===== src/hw/rtl/mfr_pkg.sv =====
package mfr_pkg;

	localparam int unsigned ByteW = 8;
	localparam int unsigned SyncW = 16;
	localparam int unsigned SizeW = 32;
	localparam int unsigned KindW = 3;
	localparam int unsigned DataW = 32;
	localparam int unsigned AddrW = 3;

	localparam logic [0:0] RegSyncPattern = 1'b0;

	typedef enum logic [2:0] {
		PH_SYNC0 = 3'd0,
		PH_SYNC1 = 3'd1,
		PH_SIZE  = 3'd2,
		PH_CODE  = 3'd3,
		PH_DATA  = 3'd4,
		PH_CSUM  = 3'd5
	} phase_t;

	typedef enum logic [KindW-1:0] {
		KIND_PAYLOAD  = 3'd0,
		KIND_GOOD     = 3'd1,
		KIND_BADSUM   = 3'd2,
		KIND_SYNCERR  = 3'd3,
		KIND_ZEROSIZE = 3'd4
	} kind_t;

	typedef struct packed {
		logic              valid;
		kind_t             kind;
		logic [ByteW-1:0]  payload;
		logic [ByteW-1:0]  code;
	} result_t;

endpackage


===== src/hw/rtl/mfr_cfg.sv =====
module mfr_cfg import mfr_pkg::*; (
	input  logic             clk,
	input  logic             arst_n,
	input  logic             psel,
	input  logic             penable,
	input  logic             pwrite,
	input  logic [AddrW-1:0] paddr,
	input  logic [DataW-1:0] pwdata,
	output logic [DataW-1:0] prdata,
	output logic             pready,
	output logic [SyncW-1:0] sync_pattern
);

	logic [SyncW-1:0] sync_q;
	logic             wr_en;

	assign pready = 1'b1;
	assign wr_en  = psel & penable & pwrite & pready & (paddr[2] == RegSyncPattern);

	always_ff @(posedge clk or negedge arst_n) begin
		if (!arst_n) begin
			sync_q <= '0;
		end else if (wr_en) begin
			sync_q <= pwdata[SyncW-1:0];
		end
	end

	always_comb begin
		prdata = '0;
		if (paddr[2] == RegSyncPattern) begin
			prdata = {{(DataW-SyncW){1'b0}}, sync_q};
		end
	end

	assign sync_pattern = sync_q;

endmodule


===== src/hw/rtl/mfr_deframer.sv =====
module mfr_deframer import mfr_pkg::*; (
	input  logic             clk,
	input  logic             arst_n,
	input  logic             advance,
	input  logic [ByteW-1:0] rx_byte,
	input  logic [SyncW-1:0] sync_pattern,
	output result_t          res
);

	phase_t           phase_q, phase_d;
	logic [1:0]       hdr_cnt_q, hdr_cnt_d;
	logic [ByteW-1:0] first_sync_q, first_sync_d;
	logic [SizeW-1:0] size_q, size_d;
	logic [SizeW-1:0] left_q, left_d;
	logic [ByteW-1:0] code_q, code_d;
	logic [ByteW-1:0] sum_q, sum_d;
	logic [SizeW-1:0] size_asm;

	always_ff @(posedge clk or negedge arst_n) begin
		if (!arst_n) begin
			phase_q      <= PH_SYNC0;
			hdr_cnt_q    <= '0;
			first_sync_q <= '0;
			size_q       <= '0;
			left_q       <= '0;
			code_q       <= '0;
			sum_q        <= '0;
		end else if (advance) begin
			phase_q      <= phase_d;
			hdr_cnt_q    <= hdr_cnt_d;
			first_sync_q <= first_sync_d;
			size_q       <= size_d;
			left_q       <= left_d;
			code_q       <= code_d;
			sum_q        <= sum_d;
		end
	end

	always_comb begin
		size_asm = size_q;
		case (hdr_cnt_q)
			2'd0: size_asm[7:0]   = size_q[7:0]   | rx_byte;
			2'd1: size_asm[15:8]  = size_q[15:8]  | rx_byte;
			2'd2: size_asm[23:16] = size_q[23:16] | rx_byte;
			default: size_asm[31:24] = size_q[31:24] | rx_byte;
		endcase
	end

	always_comb begin
		phase_d      = phase_q;
		hdr_cnt_d    = hdr_cnt_q;
		first_sync_d = first_sync_q;
		size_d       = size_q;
		left_d       = left_q;
		code_d       = code_q;
		sum_d        = sum_q;
		res          = '{valid: 1'b0, kind: KIND_PAYLOAD, payload: '0, code: '0};
		case (phase_q)
			PH_SYNC1: begin
				if ({rx_byte, first_sync_q} != sync_pattern) begin
					phase_d   = PH_SYNC0;
					res.valid = 1'b1;
					res.kind  = KIND_SYNCERR;
				end else begin
					hdr_cnt_d = '0;
					size_d    = '0;
					phase_d   = PH_SIZE;
				end
			end
			PH_SIZE: begin
				size_d = size_asm;
				if (hdr_cnt_q != 2'd3) begin
					hdr_cnt_d = hdr_cnt_q + 2'd1;
				end else begin
					hdr_cnt_d = '0;
					if (size_asm == '0) begin
						phase_d   = PH_SYNC0;
						res.valid = 1'b1;
						res.kind  = KIND_ZEROSIZE;
					end else begin
						left_d  = size_asm - SizeW'(1);
						phase_d = PH_CODE;
					end
				end
			end
			PH_CODE: begin
				code_d  = rx_byte;
				sum_d   = rx_byte;
				phase_d = (left_q != '0) ? PH_DATA : PH_CSUM;
			end
			PH_DATA: begin
				sum_d       = sum_q + rx_byte;
				left_d      = left_q - SizeW'(1);
				if (left_q == SizeW'(1)) begin
					phase_d = PH_CSUM;
				end
				res.valid   = 1'b1;
				res.kind    = KIND_PAYLOAD;
				res.payload = rx_byte;
				res.code    = code_q;
			end
			PH_CSUM: begin
				phase_d   = PH_SYNC0;
				res.valid = 1'b1;
				res.kind  = (rx_byte == sum_q) ? KIND_GOOD : KIND_BADSUM;
				res.code  = code_q;
			end
			default: begin
				first_sync_d = rx_byte;
				phase_d      = PH_SYNC1;
			end
		endcase
	end

endmodule


===== src/hw/rtl/message_frame_receiver.sv =====
// A byte is held in the input register and its result in the result register.
// Throughput: one byte per cycle; the input register and the result register each
// advance whenever the stage after them is empty or drains in the same cycle.
// Reset: arst_n clears the deframer to the hunt for the first sync byte, empties
// both registers and sets the sync pattern to zero.
module message_frame_receiver import mfr_pkg::*; (
	input  logic             clk,
	input  logic             arst_n,
	input  logic             psel,
	input  logic             penable,
	input  logic             pwrite,
	input  logic [AddrW-1:0] paddr,
	input  logic [DataW-1:0] pwdata,
	output logic [DataW-1:0] prdata,
	output logic             pready,
	input  logic             s_tvalid,
	output logic             s_tready,
	input  logic [7:0]       s_tdata,  // [7:0] rx_byte
	output logic             m_tvalid,
	input  logic             m_tready,
	output logic [15:0]      m_tdata,  // [7:0] payload_byte, [15:8] message_code
	output logic [2:0]       m_tuser   // [2:0] result_kind
);

	logic [SyncW-1:0] sync_pattern;
	logic             valid_s1;
	logic [ByteW-1:0] byte_s1;
	logic             advance;
	result_t          res;
	logic             valid_s2;
	kind_t            kind_s2;
	logic [ByteW-1:0] payload_s2;
	logic [ByteW-1:0] code_s2;

	mfr_cfg u_cfg (
		.clk          (clk),
		.arst_n       (arst_n),
		.psel         (psel),
		.penable      (penable),
		.pwrite       (pwrite),
		.paddr        (paddr),
		.pwdata       (pwdata),
		.prdata       (prdata),
		.pready       (pready),
		.sync_pattern (sync_pattern)
	);

	assign advance  = valid_s1 & (~valid_s2 | m_tready);
	assign s_tready = ~valid_s1 | advance;

	always_ff @(posedge clk or negedge arst_n) begin
		if (!arst_n) begin
			valid_s1 <= 1'b0;
		end else if (s_tready) begin
			valid_s1 <= s_tvalid;
		end
	end

	always_ff @(posedge clk) begin
		if (s_tready & s_tvalid) begin
			byte_s1 <= s_tdata;
		end
	end

	mfr_deframer u_deframer (
		.clk          (clk),
		.arst_n       (arst_n),
		.advance      (advance),
		.rx_byte      (byte_s1),
		.sync_pattern (sync_pattern),
		.res          (res)
	);

	always_ff @(posedge clk or negedge arst_n) begin
		if (!arst_n) begin
			valid_s2 <= 1'b0;
		end else if (~valid_s2 | m_tready) begin
			valid_s2 <= advance & res.valid;
		end
	end

	always_ff @(posedge clk) begin
		if (advance & res.valid) begin
			kind_s2    <= res.kind;
			payload_s2 <= res.payload;
			code_s2    <= res.code;
		end
	end

	assign m_tvalid = valid_s2;
	assign m_tdata  = {code_s2, payload_s2};
	assign m_tuser  = kind_s2;

endmodule


===== config.mk =====
export PLATFORM = sky130hd
export DESIGN_NAME = message_frame_receiver
export DESIGN_NICKNAME = d
export VERILOG_FILES = /design/src/hw/rtl/mfr_pkg.sv /design/src/hw/rtl/mfr_cfg.sv /design/src/hw/rtl/mfr_deframer.sv /design/src/hw/rtl/message_frame_receiver.sv
export SDC_FILE = /design/constraint.sdc
export NUM_CORES = 1
export LEC_CHECK = 0
export BUFFER_PORTS_ARGS = -buffer_cell sky130_fd_sc_hd__buf_4
export CAP_MARGIN = 5
export CELL_PAD_IN_SITES_DETAIL_PLACEMENT = 1
export CELL_PAD_IN_SITES_GLOBAL_PLACEMENT = 1
export CORE_ASPECT_RATIO = 0.75
export CORE_MARGIN = 2
export CORE_UTILIZATION = 30
export DETAILED_ROUTE_END_ITERATION = 10
export PLACE_DENSITY = 0.68
export SLEW_MARGIN = 15
export SYNTH_ARGS = -nofsm -noshare
export SYNTH_HDL_FRONTEND = slang
export SYNTH_SLANG_ARGS = --single-unit

===== constraint.sdc =====
create_clock -name clk -period 5.82 [get_ports clk]
set_input_delay 0.873 -clock clk [delete_from_list [all_inputs] [get_ports clk]]
set_output_delay 0.873 -clock clk [all_outputs]
set_load 0.01 [all_outputs]

==> key figures, run 1 <==
Synth
  • Synth cell count leaders: dfrtp_1 (111), a21oi_1 (94), nor2_1 (69)
  • Most used DFF post-synth: dfrtp_1
  • Number of synthesized flops with an enable pin: 27
  • Most frequent cell after synthesis: dfrtp_1
  • Post-synth cell types: 72
  • FF+latch count, synth: 138
  • FFs w/ async S/R, synth: 80.4%
  • Cell taking the most area after synthesis: dfrtp_1
  • Cells after Synth: 835
  • Post-synthesis cell area: 7840 µm²
  • Average size of a mapped cell: 9.39 µm²
  • Syn. warnings: 0
  • Top post-synthesis cells by area: dfrtp_1 (35%), edfxtp_1 (10%), a21oi_1 (6.0%)
  • Part of the Yosys area used for sequential elements: 45.8%
  • Synth top area share: 35.4%

Floorplan
  • Io pins: 104
  • Starting Density: 30.3%
  • Placement row count: 51
  • Die height: 144 µm
  • Die Width: 191 µm
  • Die Area: 27500 µm²
  • Core area: 25800 µm²

CTS
  • Worst-Skew Late Latency: 0.44 ns
  • Postcts setup bufs: 0
  • CTS tree: done
  • Clock root cell: clkbuf_16
  • Sink Count: 138
  • Clock buffer depth: 2
  • CTS clk-pin slew, worst paths: 0.06 ns
  • Cts repair resizes: 0
  • CTS HTree Levels: 4
  • # hold bufs at CTS: 0
  • Inserted Clock Buffers: 17

Worst hold path
  • Hold Crit Class: in2async

GRT
  • Number of global-route vias before repair: 6657
  • First-pass GRT wire length: 37400 µm
  • Global Route Usage Sum: 17.7%
  • Gr ovfl total: 0
  • Largest net degree at the start of global routing: 68
  • Initial antenna violation count: 0

STA
  • Minimum clock period: 3.77 ns
  • Max Freq: 265 MHz
  • Setup slack after layout: 2.05 ns
  • RSZ-0062 raised after global routing: no
  • Fin. Hold Viols: 0
  • Slew @ Worst Pin: 1.09 ns
  • Setup_tns: 0 ns
  • Final Setup Violations: 0
  • Worst slew margin: 27.6%
  • Max Clock Skew: 0.00824 ns
  • Fin crit share: 64.8%
  • Final slew viol count: 0

Route
  • DRT Pass-1 Iters: 5
  • WL per Instance: 18.8 µm
  • Number of remaining DRC errors: 0
  • Vias: 6633
  • Routed Antenna Nets: 0
  • DRT Wirelength: 23300 µm
  • DRT iter0 DRCs: 472
  • Vias per inst: 5.36

Finish
  • Non-filler cells, final: 1238
  • Multi-input logic area: 3910 µm²
  • Area Overhead vs Synth: 17.8%
  • FF/Latch Area: 3590 µm²
  • Nets: 947
  • # diodes: 0
  • Filler cell count in the final layout: 3000
  • Fraction of layout cells with a size suffix above 1: 17.7%

Worst setup path
  • WS Path Type: reg2reg
  • Max FO, Critical Path: 33
  • Nature of the critical path endpoint: flip-flop
  • CP cell instances: inv_1 > ha_1 > a21oi_1 > nand3_1 > nor3_2 > nand4_1 > a21boi_2 > buf_4 > a21oi_1 > o22a_1
  • Most used cell, CP: a21oi_1
  • CP max-delay cell: nor3_2
  • WP data required: 6.15 ns
  • CP Buf/Inv Count: 2
  • CP delay by family, top: compound AO/OA/AOI/OAI gates
  • Max stage delay on crit path: 0.55 ns
  • Critical Path Stages: 10
  • Reg2Reg Depth: 10
  • Worst endpoint data arrival time: 4.10 ns
  • CP Launch Type: flip-flop

Placed design
  • Detailed Place HPWL: 15600 µm
  • Setup slack at placement: 2.19 ns
  • RD Place Congestion: 0.805
  • I/O Buffers: 68
  • Post-Place Cells: 1206

Pwr
  • P_leak: 3.88 nW
  • Sequential share of power: 33.3%
  • Pwr per Cell Area: 514 nW/µm²
  • Peak VDD IR: 0.270 mV
  • P_sw: 1.94 mW
  • Comb pwr share: 42.0%
  • Sw Share: 40.7%
  • Int Pwr: 2.81 mW
  • Clock share of power: 24.7%

Job
  • Max-Cap Viols: 0

Status
  • Outcome: finished clean
## path summary, 6_finish.rpt
path	start	endpoint	slack (ns)
max	u_deframer.hdr_cnt_q[1]	u_deframer.left_q[5]	2.05
min	arst_n	u_deframer.code_q[0]	0.45
max reg2reg	u_deframer.hdr_cnt_q[1]	u_deframer.left_q[5]	2.05
min reg2reg	u_deframer.sum_q[4]	u_deframer.sum_q[4]	0.49
max in group asynchronous	arst_n	u_deframer.left_q[2]	4.00
min in group clk	u_deframer.sum_q[4]	u_deframer.sum_q[4]	0.49
## metal layers
metal  track usage, %  part of all wire, %  vias up
met5                0                    0        -
met4             5.06                  1.0        0
met3             3.15                  3.6       15
met2             26.7                   45      119
met1             25.9                   51     3399
li1                 -                    -     3100
## cells in the final DEF, fill, tap and decap left out, drive strengths merged, types with 6 or more instances in the layout
master and instances:
a21o 8, a21oi 95, a31oi 10, a32o 10
and2 13, and3 16, buf 84, clkbuf 21
conb 17, dfrtp 111, edfxtp 27, ha 15
inv 17, mux2 30, nand2 47, nand2b 10
nand3 20, nand4 7, nor2 69, nor2b 22
nor3 28, nor4 18, o21a 6, o21ai 68
o22ai 8, or3 6, xnor2 10, xor2 23
## power by group through the flow
stage | clock network [mW] | logic (mW) | registers [mW]
final | 1.17 | 1.99 | 1.58
after global routing | 1.23 | 2.22 | 1.63
after CTS | 1.19 | 1.99 | 1.58
after detailed placement | 0 | 1.97 | 1.59
after global placement | 0 | 1.91 | 1.58
after floorplan | 0 | 1.43 | 1.51
## worst reg2reg max path, cell delays in order, from the launching register on
cell and delay (ns):
dfrtp_1 0.46, inv_1 0.10, ha_1 0.42, a21oi_1 0.53, nand3_1 0.23, nor3_2 0.55, nand4_1 0.29, a21boi_2 0.38
buf_4 0.39, a21oi_1 0.11, o22a_1 0.20
## cells by family after synthesis
kind of cell	Yosys count	synth area share (%)
and+or+nand+nor	274	18.3
AOI/OAI and AO/OA	252	19.7
DFF	138	45.8
buffers and inverters	88	5.25
xor gates and xnor gates	33	3.69
muxes	32	4.57
adders and majority gates	16	2.65
other	2	0.0958
## layout make-up
cell class / instances / share of cell area (%)
Multi-Input combinational cell: 624 / 42.3
Sequential cell: 138 / 38.9
Timing Repair Buffer: 84 / 6.83
Clock buffer: 21 / 4.88
Tap cell: 344 / 4.66
Clock inverter: 11 / 1.84
Inverter: 16 / 0.650
## stage by stage
stage / utilization, % / hold slack, ns / power (mW) / area [µm²]
2_1_floorplan: - / 0.441 / 2.94 / 7900
5_1_grt: 35.7 / 0.492 / 5.08 / 9240
6_report: 35.7 / 0.446 / 4.75 / 9240
3_5_place_dp: 33.3 / 0.471 / 3.56 / 8620
3_3_place_gp: 33.3 / 0.456 / 3.49 / 8620
4_1_cts: 35.7 / 0.466 / 4.76 / 9240
## state kept, by name, indices dropped and copies added (netlist names)
signal / cells
m_tvalid: 1
u_deframer.first_sync_q: 8
u_deframer.left_q: 32
valid_s1: 1
u_deframer.sum_q: 8
u_deframer.size_q: 32
u_deframer.phase_q: 3
u_deframer.code_q: 8
u_cfg.sync_pattern: 16
u_deframer.hdr_cnt_q: 2
payload_s2: 8
byte_s1: 8
code_s2: 8
m_tuser: 3
No activity file was read; power rests on OpenSTA's default activity.
==> run 2: changes to the inputs <==
ABC_AREA = 1   (was unset)
PLACE_DENSITY = 0.73   (was 0.68)
clock period = 3.2 ns   (was 5.82 ns; I/O delays follow)
==> run 2 against run 1 <==
Against the previous run:
- worst hold slack worse by 0.32 ns
- clock power grew 60%
- sequential share of layout area is 3.8 points lower
- synthesized cell count up 54%
- maximum frequency is 29% higher
- register-to-register slack worse by 1.8 ns
- cell count rose by 41%
==> key figures, run 2 <==
Pwr
  • Clock share of power: 24.0%
  • P_leak: 5.26 nW
  • Pwr per Cell Area: 761 nW/µm²
  • P_sw: 3.48 mW
  • Comb pwr share: 42.7%
  • Sequential share of power: 33.3%
  • Peak VDD IR: 0.399 mV
  • Sw Share: 44.7%
  • Int Pwr: 4.31 mW

Route
  • WL per Instance: 16.1 µm
  • Number of remaining DRC errors: 0
  • Routed Antenna Nets: 0
  • DRT Pass-1 Iters: 5
  • DRT iter0 DRCs: 483
  • Vias per inst: 4.75
  • Vias: 8291
  • DRT Wirelength: 28000 µm

Synth
  • Syn. warnings: 0
  • FFs w/ async S/R, synth: 80.4%
  • Cells after Synth: 1286
  • Synth cell count leaders: nand2_1 (440), nor2_1 (170), inv_1 (152)
  • Number of synthesized flops with an enable pin: 27
  • Most used DFF post-synth: dfrtp_1
  • Synth top area share: 31.3%
  • Top post-synthesis cells by area: dfrtp_1 (31%), nand2_1 (19%), edfxtp_1 (9.1%)
  • Cell taking the most area after synthesis: dfrtp_1
  • Average size of a mapped cell: 6.91 µm²
  • Most frequent cell after synthesis: nand2_1
  • Post-synthesis cell area: 8880 µm²
  • Post-synth cell types: 44
  • Part of the Yosys area used for sequential elements: 40.4%
  • FF+latch count, synth: 138

Finish
  • Commonest non-fill, non-tap cell in the layout: nand2_1
  • # diodes: 0
  • Most frequent cells in the layout: nand2_1 (440), nor2_1 (170), inv_1 (152)
  • Nets: 1408
  • Area Overhead vs Synth: 15.2%
  • Fraction of layout cells with a size suffix above 1: 12.8%
  • Finished Cell Area: 10200 µm²

STA
  • Max Clock Skew: 0.0137 ns
  • Max Freq: 342 MHz
  • Setup_tns: 0 ns
  • Worst slew margin: 42.8%
  • Fin. Hold Viols: 0
  • Final Setup Violations: 0
  • Slew @ Worst Pin: 0.858 ns
  • Minimum clock period: 2.92 ns
  • RSZ-0062 raised after global routing: no
  • Fin crit share: 91.2%
  • Final slew viol count: 0

Worst setup path
  • CP Buf/Inv Count: 5
  • Worst endpoint data arrival time: 3.05 ns
  • CP Launch Type: flip-flop
  • WS Path Type: reg2reg
  • Nature of the critical path endpoint: flip-flop
  • CP delay by family, top: simple AND/OR/NAND/NOR gates
  • WP data required: 3.33 ns
  • CP cell instances: inv_1 > ha_1 > nand2_2 > nand2_2 > nor2_2 > nand2_2 > nor2_4 > nand2_2 > inv_2 > nand2_2 > inv_1 > nand3_1 > nand2_1 > nand2_1 > inv_1 > buf_4
  • Most used cell, CP: nand2_2
  • Reg2Reg Depth: 16
  • Critical Path Stages: 16
  • Max stage delay on crit path: 0.43 ns
  • CP max-delay cell: dfrtp_1
  • Max FO, Critical Path: 19

Placed design
  • Detailed Place HPWL: 20900 µm
  • I/O Buffers: 68
  • RD Place Congestion: 0.888
  • Area of placed instances: 9690 µm²

Floorplan
  • Io pins: 104
  • Die Width: 203 µm
  • Placement row count: 54
  • Starting Density: 30.5%
  • Core area: 29100 µm²
  • Die Area: 31000 µm²
  • Die height: 153 µm

GRT
  • Number of global-route vias before repair: 8344
  • Global Route Usage Sum: 19.0%
  • Largest net degree at the start of global routing: 67
  • Initial antenna violation count: 0
  • Gr ovfl total: 0
  • First-pass GRT wire length: 45900 µm

CTS
  • Clock root cell: clkbuf_16
  • Cts repair resizes: 0
  • CTS HTree Levels: 4
  • CTS clk-pin slew, worst paths: 0.07 ns
  • Postcts setup bufs: 0
  • Inserted Clock Buffers: 17
  • Sink Count: 138
  • Clock buffer depth: 2
  • # hold bufs at CTS: 0
  • CTS tree: done
  • Worst-Skew Late Latency: 0.44 ns

Worst hold path
  • Hold Crit Class: in2async

Job
  • Max-Cap Viols: 0

Status
  • Outcome: finished clean
run 2: cell count changes after synthesis, sizes merged, moves of 12 or more:
cell	previous run	this run
clkbuf	41	20
nand2	47	467
nand3	20	68
nor2	69	187
nor2b	22	0
and2	13	0
nor3	28	8
mux2	30	0
nor4	18	1
and3	16	1
a21oi	95	42
o21ai	68	80
inv	16	166
run 2: final timing paths:
kind                                               from                    end  slack, ns
min in group clk                             s_tdata[2]             byte_s1[2]       0.22
worst min-delay path                             arst_n   u_deframer.left_q[1]       0.13
worst max register to register  u_deframer.hdr_cnt_q[0]          payload_s2[3]       0.28
worst max-delay path            u_deframer.hdr_cnt_q[0]          payload_s2[3]       0.28
worst min register to register     u_deframer.code_q[6]   u_deframer.code_q[6]       0.49
max in group asynchronous                        arst_n  u_cfg.sync_pattern[9]       2.27
run 2: kinds of logic (layout without fill, tap and decap cells):
family          after synthesis  after routing  share of synthesized area (%)
simple gates                745            745                           35.3
buf+inv                     224            278                           11.2
compound gates              139            139                           8.45
flops                       138            138                           40.4
xor+xnor                     22             22                           2.17
fa+ha+maj                    16             16                           2.34
other cells                   2             17                         0.0846
run 2: final cells by class:
type | instances | area (µm²)
clock buffer | 19 | 433
fill | 3712 | 18900
clock inverter | 13 | 111
inverter | 167 | 627
timing repair buffer | 79 | 618
sequential | 138 | 3590
tap | 392 | 490
multi-input combinational | 939 | 4360
run 2: stage by stage:
step | setup slack, ns | hold slack, ns | power (mW) | std cells | utilization [%]
floorplan | 0.732 | 0.184 | 4.77 | 1301 | -
global placement | 0.446 | 0.465 | 5.77 | 1715 | 33.3
detailed placement | 0.305 | 0.474 | 5.89 | 1715 | 33.3
CTS | 0.299 | 0.166 | 7.82 | 1747 | 35.1
global route | 0.0556 | 0.193 | 8.38 | 1747 | 35.1
finish | 0.280 | 0.130 | 7.78 | 1747 | 35.1
run 2: worst reg2reg max path: cells and delay by family (launching register included):
family,cells,cell delay [ns]
adder cells (fa/ha/maj),1,0.40
buffers and inverters,5,0.56
AND/OR/NAND/NOR,10,1.21
flip-flops,1,0.43
run 2: metal layers:
layer / GRT usage [%] / up-vias / wire, µm / part of all wire (%)
met4: 4.69 / 0 / 296 / 1.1
met3: 3.28 / 17 / 1180 / 4.2
met2: 27.3 / 116 / 11800 / 42
met1: 29.1 / 4085 / 14800 / 53
met5: 0 / - / 0 / 0
li1: - / 4073 / - / -
run 2: power by group through the flow:
stage	Clock, mW	Sequential, mW	Combinational (mW)
detailed placement	0	2.62	3.28
finish	1.87	2.59	3.32
global placement	0	2.61	3.16
floorplan	0	2.53	2.23
global route	1.99	2.64	3.75
CTS	1.92	2.59	3.31
==> run 3: changes to the inputs <==
BUFFER_PORTS_ARGS = unset   (was -buffer_cell sky130_fd_sc_hd__buf_4)
CORE_ASPECT_RATIO = unset   (was 0.75)
DONT_BUFFER_PORTS = 1   (was unset)
PLACE_DENSITY = 0.68   (was 0.73)
==> run 3 against run 2 <==
Against the previous run:
- non-clock buffer count is 66 lower
- count of clock-buffer cells in the layout is 2 lower
- setup slack better by 0.078 ns
- via count is 4.2% lower
- combinational power is 11% lower
- global-route usage is 1.2 points lower
- final area is 4.3% lower
==> key figures, run 3 (synthesis results as in run 2) <==
Pwr
  • Total power: 7.65 mW
  • P_leak: 4.98 nW
  • Pwr per Cell Area: 781 nW/µm²
  • Peak VDD IR: 0.348 mV

Finish
  • Most frequent cells in the layout: nand2_1 (440), nor2_1 (170), inv_1 (152)
  • Finished Core Util: 33.8%
  • Fraction of layout cells with a size suffix above 1: 8.46%
  • Area Overhead vs Synth: 10.3%
  • Filler cell count in the final layout: 3640
  • Non-filler cells, final: 1674
  • Finished Cell Area: 9790 µm²
  • Nets: 1342
  • Commonest non-fill, non-tap cell in the layout: nand2_1

STA
  • Final slew viol count: 0
  • Minimum clock period: 2.84 ns
  • Slew @ Worst Pin: 0.601 ns
  • RSZ-0062 raised after global routing: no
  • Worst slew margin: 59.9%
  • Setup_tns: 0 ns
  • Fin crit share: 88.8%
  • Max Clock Skew: 0.0160 ns
  • Final Setup Violations: 0
  • Fin. Hold Viols: 0
  • Max Freq: 352 MHz

CTS
  • CTS HTree Levels: 4
  • Worst-Skew Late Latency: 0.44 ns
  • Postcts setup bufs: 0
  • CTS tree: done
  • Sink Count: 138
  • Clock buffer depth: 2
  • CTS clk-pin slew, worst paths: 0.07 ns
  • Inserted Clock Buffers: 17
  • Clock root cell: clkbuf_16

Worst setup path
  • CP max-delay cell: dfrtp_1
  • WS Path Type: reg2reg
  • CP Launch Type: flip-flop
  • Nature of the critical path endpoint: flip-flop
  • Max FO, Critical Path: 19
  • Worst endpoint data arrival time: 2.96 ns
  • CP cell instances: inv_1 > ha_1 > nand2_1 > nand2_2 > nor2_2 > nand2_2 > nor2_4 > nand2_2 > inv_2 > nand2_2 > inv_1 > nand3_1 > nand2_1 > nand2_1 > inv_1 > buf_4
  • WP data required: 3.32 ns
  • Max stage delay on crit path: 0.46 ns
  • CP Buf/Inv Count: 5
  • Most used cell, CP: nand2_2
  • CP delay by family, top: simple AND/OR/NAND/NOR gates

Floorplan
  • Die Width: 176 µm
  • Io pins: 104
  • Placement row count: 62
  • Die height: 176 µm
  • Starting Density: 30.7%
  • Die Area: 31000 µm²
  • Core area: 28900 µm²

Placed design
  • Detailed Place HPWL: 19400 µm
  • I/O Buffers: 0
  • Post-Place Cells: 1640
  • RD Place Congestion: 0.837
  • Area of placed instances: 9160 µm²

GRT
  • First-pass GRT wire length: 43300 µm
  • Global Route Usage Sum: 17.8%
  • Largest net degree at the start of global routing: 112
  • Number of global-route vias before repair: 8182
  • Gr ovfl total: 0
  • Initial antenna violation count: 1

Worst hold path
  • Hold Crit Class: in2async

Route
  • DRT iter0 DRCs: 383
  • DRT Wirelength: 26400 µm
  • Vias per inst: 4.74
  • DRT Pass-1 Iters: 4
  • Routed Antenna Nets: 0
  • Number of remaining DRC errors: 0
  • Vias: 7943
  • WL per Instance: 15.8 µm

Job
  • Max-Cap Viols: 0

Status
  • Outcome: finished clean
run 3: worst reg2reg max path: stages (launching register included):
cell	delay (ns)
dfrtp_1	0.46
inv_1	0.12
ha_1	0.39
nand2_1	0.16
nand2_2	0.10
nor2_2	0.15
nand2_2	0.10
nor2_4	0.16
nand2_2	0.10
inv_2	0.06
nand2_2	0.09
inv_1	0.07
nand3_1	0.10
nand2_1	0.09
nand2_1	0.06
inv_1	0.06
buf_4	0.25
run 3: layout make-up:
| cell class | count | area (µm²) | share of cell area [%] |
|---|---|---|---|
| clock buffer | 17 | 425 | 4.34 |
| multi-input combinational | 939 | 4360 | 44.5 |
| timing repair buffer | 13 | 130 | 1.33 |
| clock inverter | 15 | 178 | 1.81 |
| sequential | 138 | 3590 | 36.6 |
| antenna | 1 | 2.50 | 0.0256 |
| inverter | 167 | 627 | 6.40 |
| tap | 384 | 480 | 4.91 |
run 3: worst paths after layout:
| check | from | to | slack [ns] | cells after the start |
|---|---|---|---|---|
| worst max-delay path | u_deframer.hdr_cnt_q[0] | m_tuser[1] | 0.36 | 16 |
| worst min-delay path | arst_n | u_cfg.sync_pattern[3] | 0.007 | 1 |
| worst max register to register | u_deframer.hdr_cnt_q[0] | m_tuser[1] | 0.36 | 16 |
| worst min register to register | u_deframer.code_q[5] | u_deframer.code_q[5] | 0.49 | 2 |
| max in group asynchronous | arst_n | u_deframer.left_q[16] | 2.73 | 1 |
| min in group clk | s_tdata[0] | byte_s1[0] | 0.13 | 0 |
run 3: metal layers:
layer / global-route usage, % / routed length, µm / up-vias
li1: - / - / 3937
met1: 24.6 / 13200 / 3895
met2: 29.6 / 12400 / 96
met3: 1.94 / 573 / 15
met4: 4.55 / 252 / 0
met5: 0 / 0 / -
run 3: through the flow:
| stage | worst slack [ns] | hold WS [ns] |
|---|---|---|
| floorplan | 0.732 | 0.184 |
| global placement | 0.472 | 0.192 |
| detailed placement | 0.379 | 0.192 |
| CTS | 0.369 | 0.0272 |
| global route | 0.149 | 0.0460 |
| finish | 0.358 | 0.00700 |
run 3: timing repair:
action,CTS,global route
resized for setup,0,0
hold buffers,1,0
endpoints found under the setup margin,0,0
endpoints found under the hold margin,111,0
run 3: power breakdown:
part           total, mW  switching [mW]  leakage [nW]  internal [mW]
Clock               2.04           0.985         0.284           1.05
Combinational       2.97            2.07          2.99          0.905
Sequential          2.64           0.404          1.71           2.24
Total               7.65            3.45          4.98           4.20
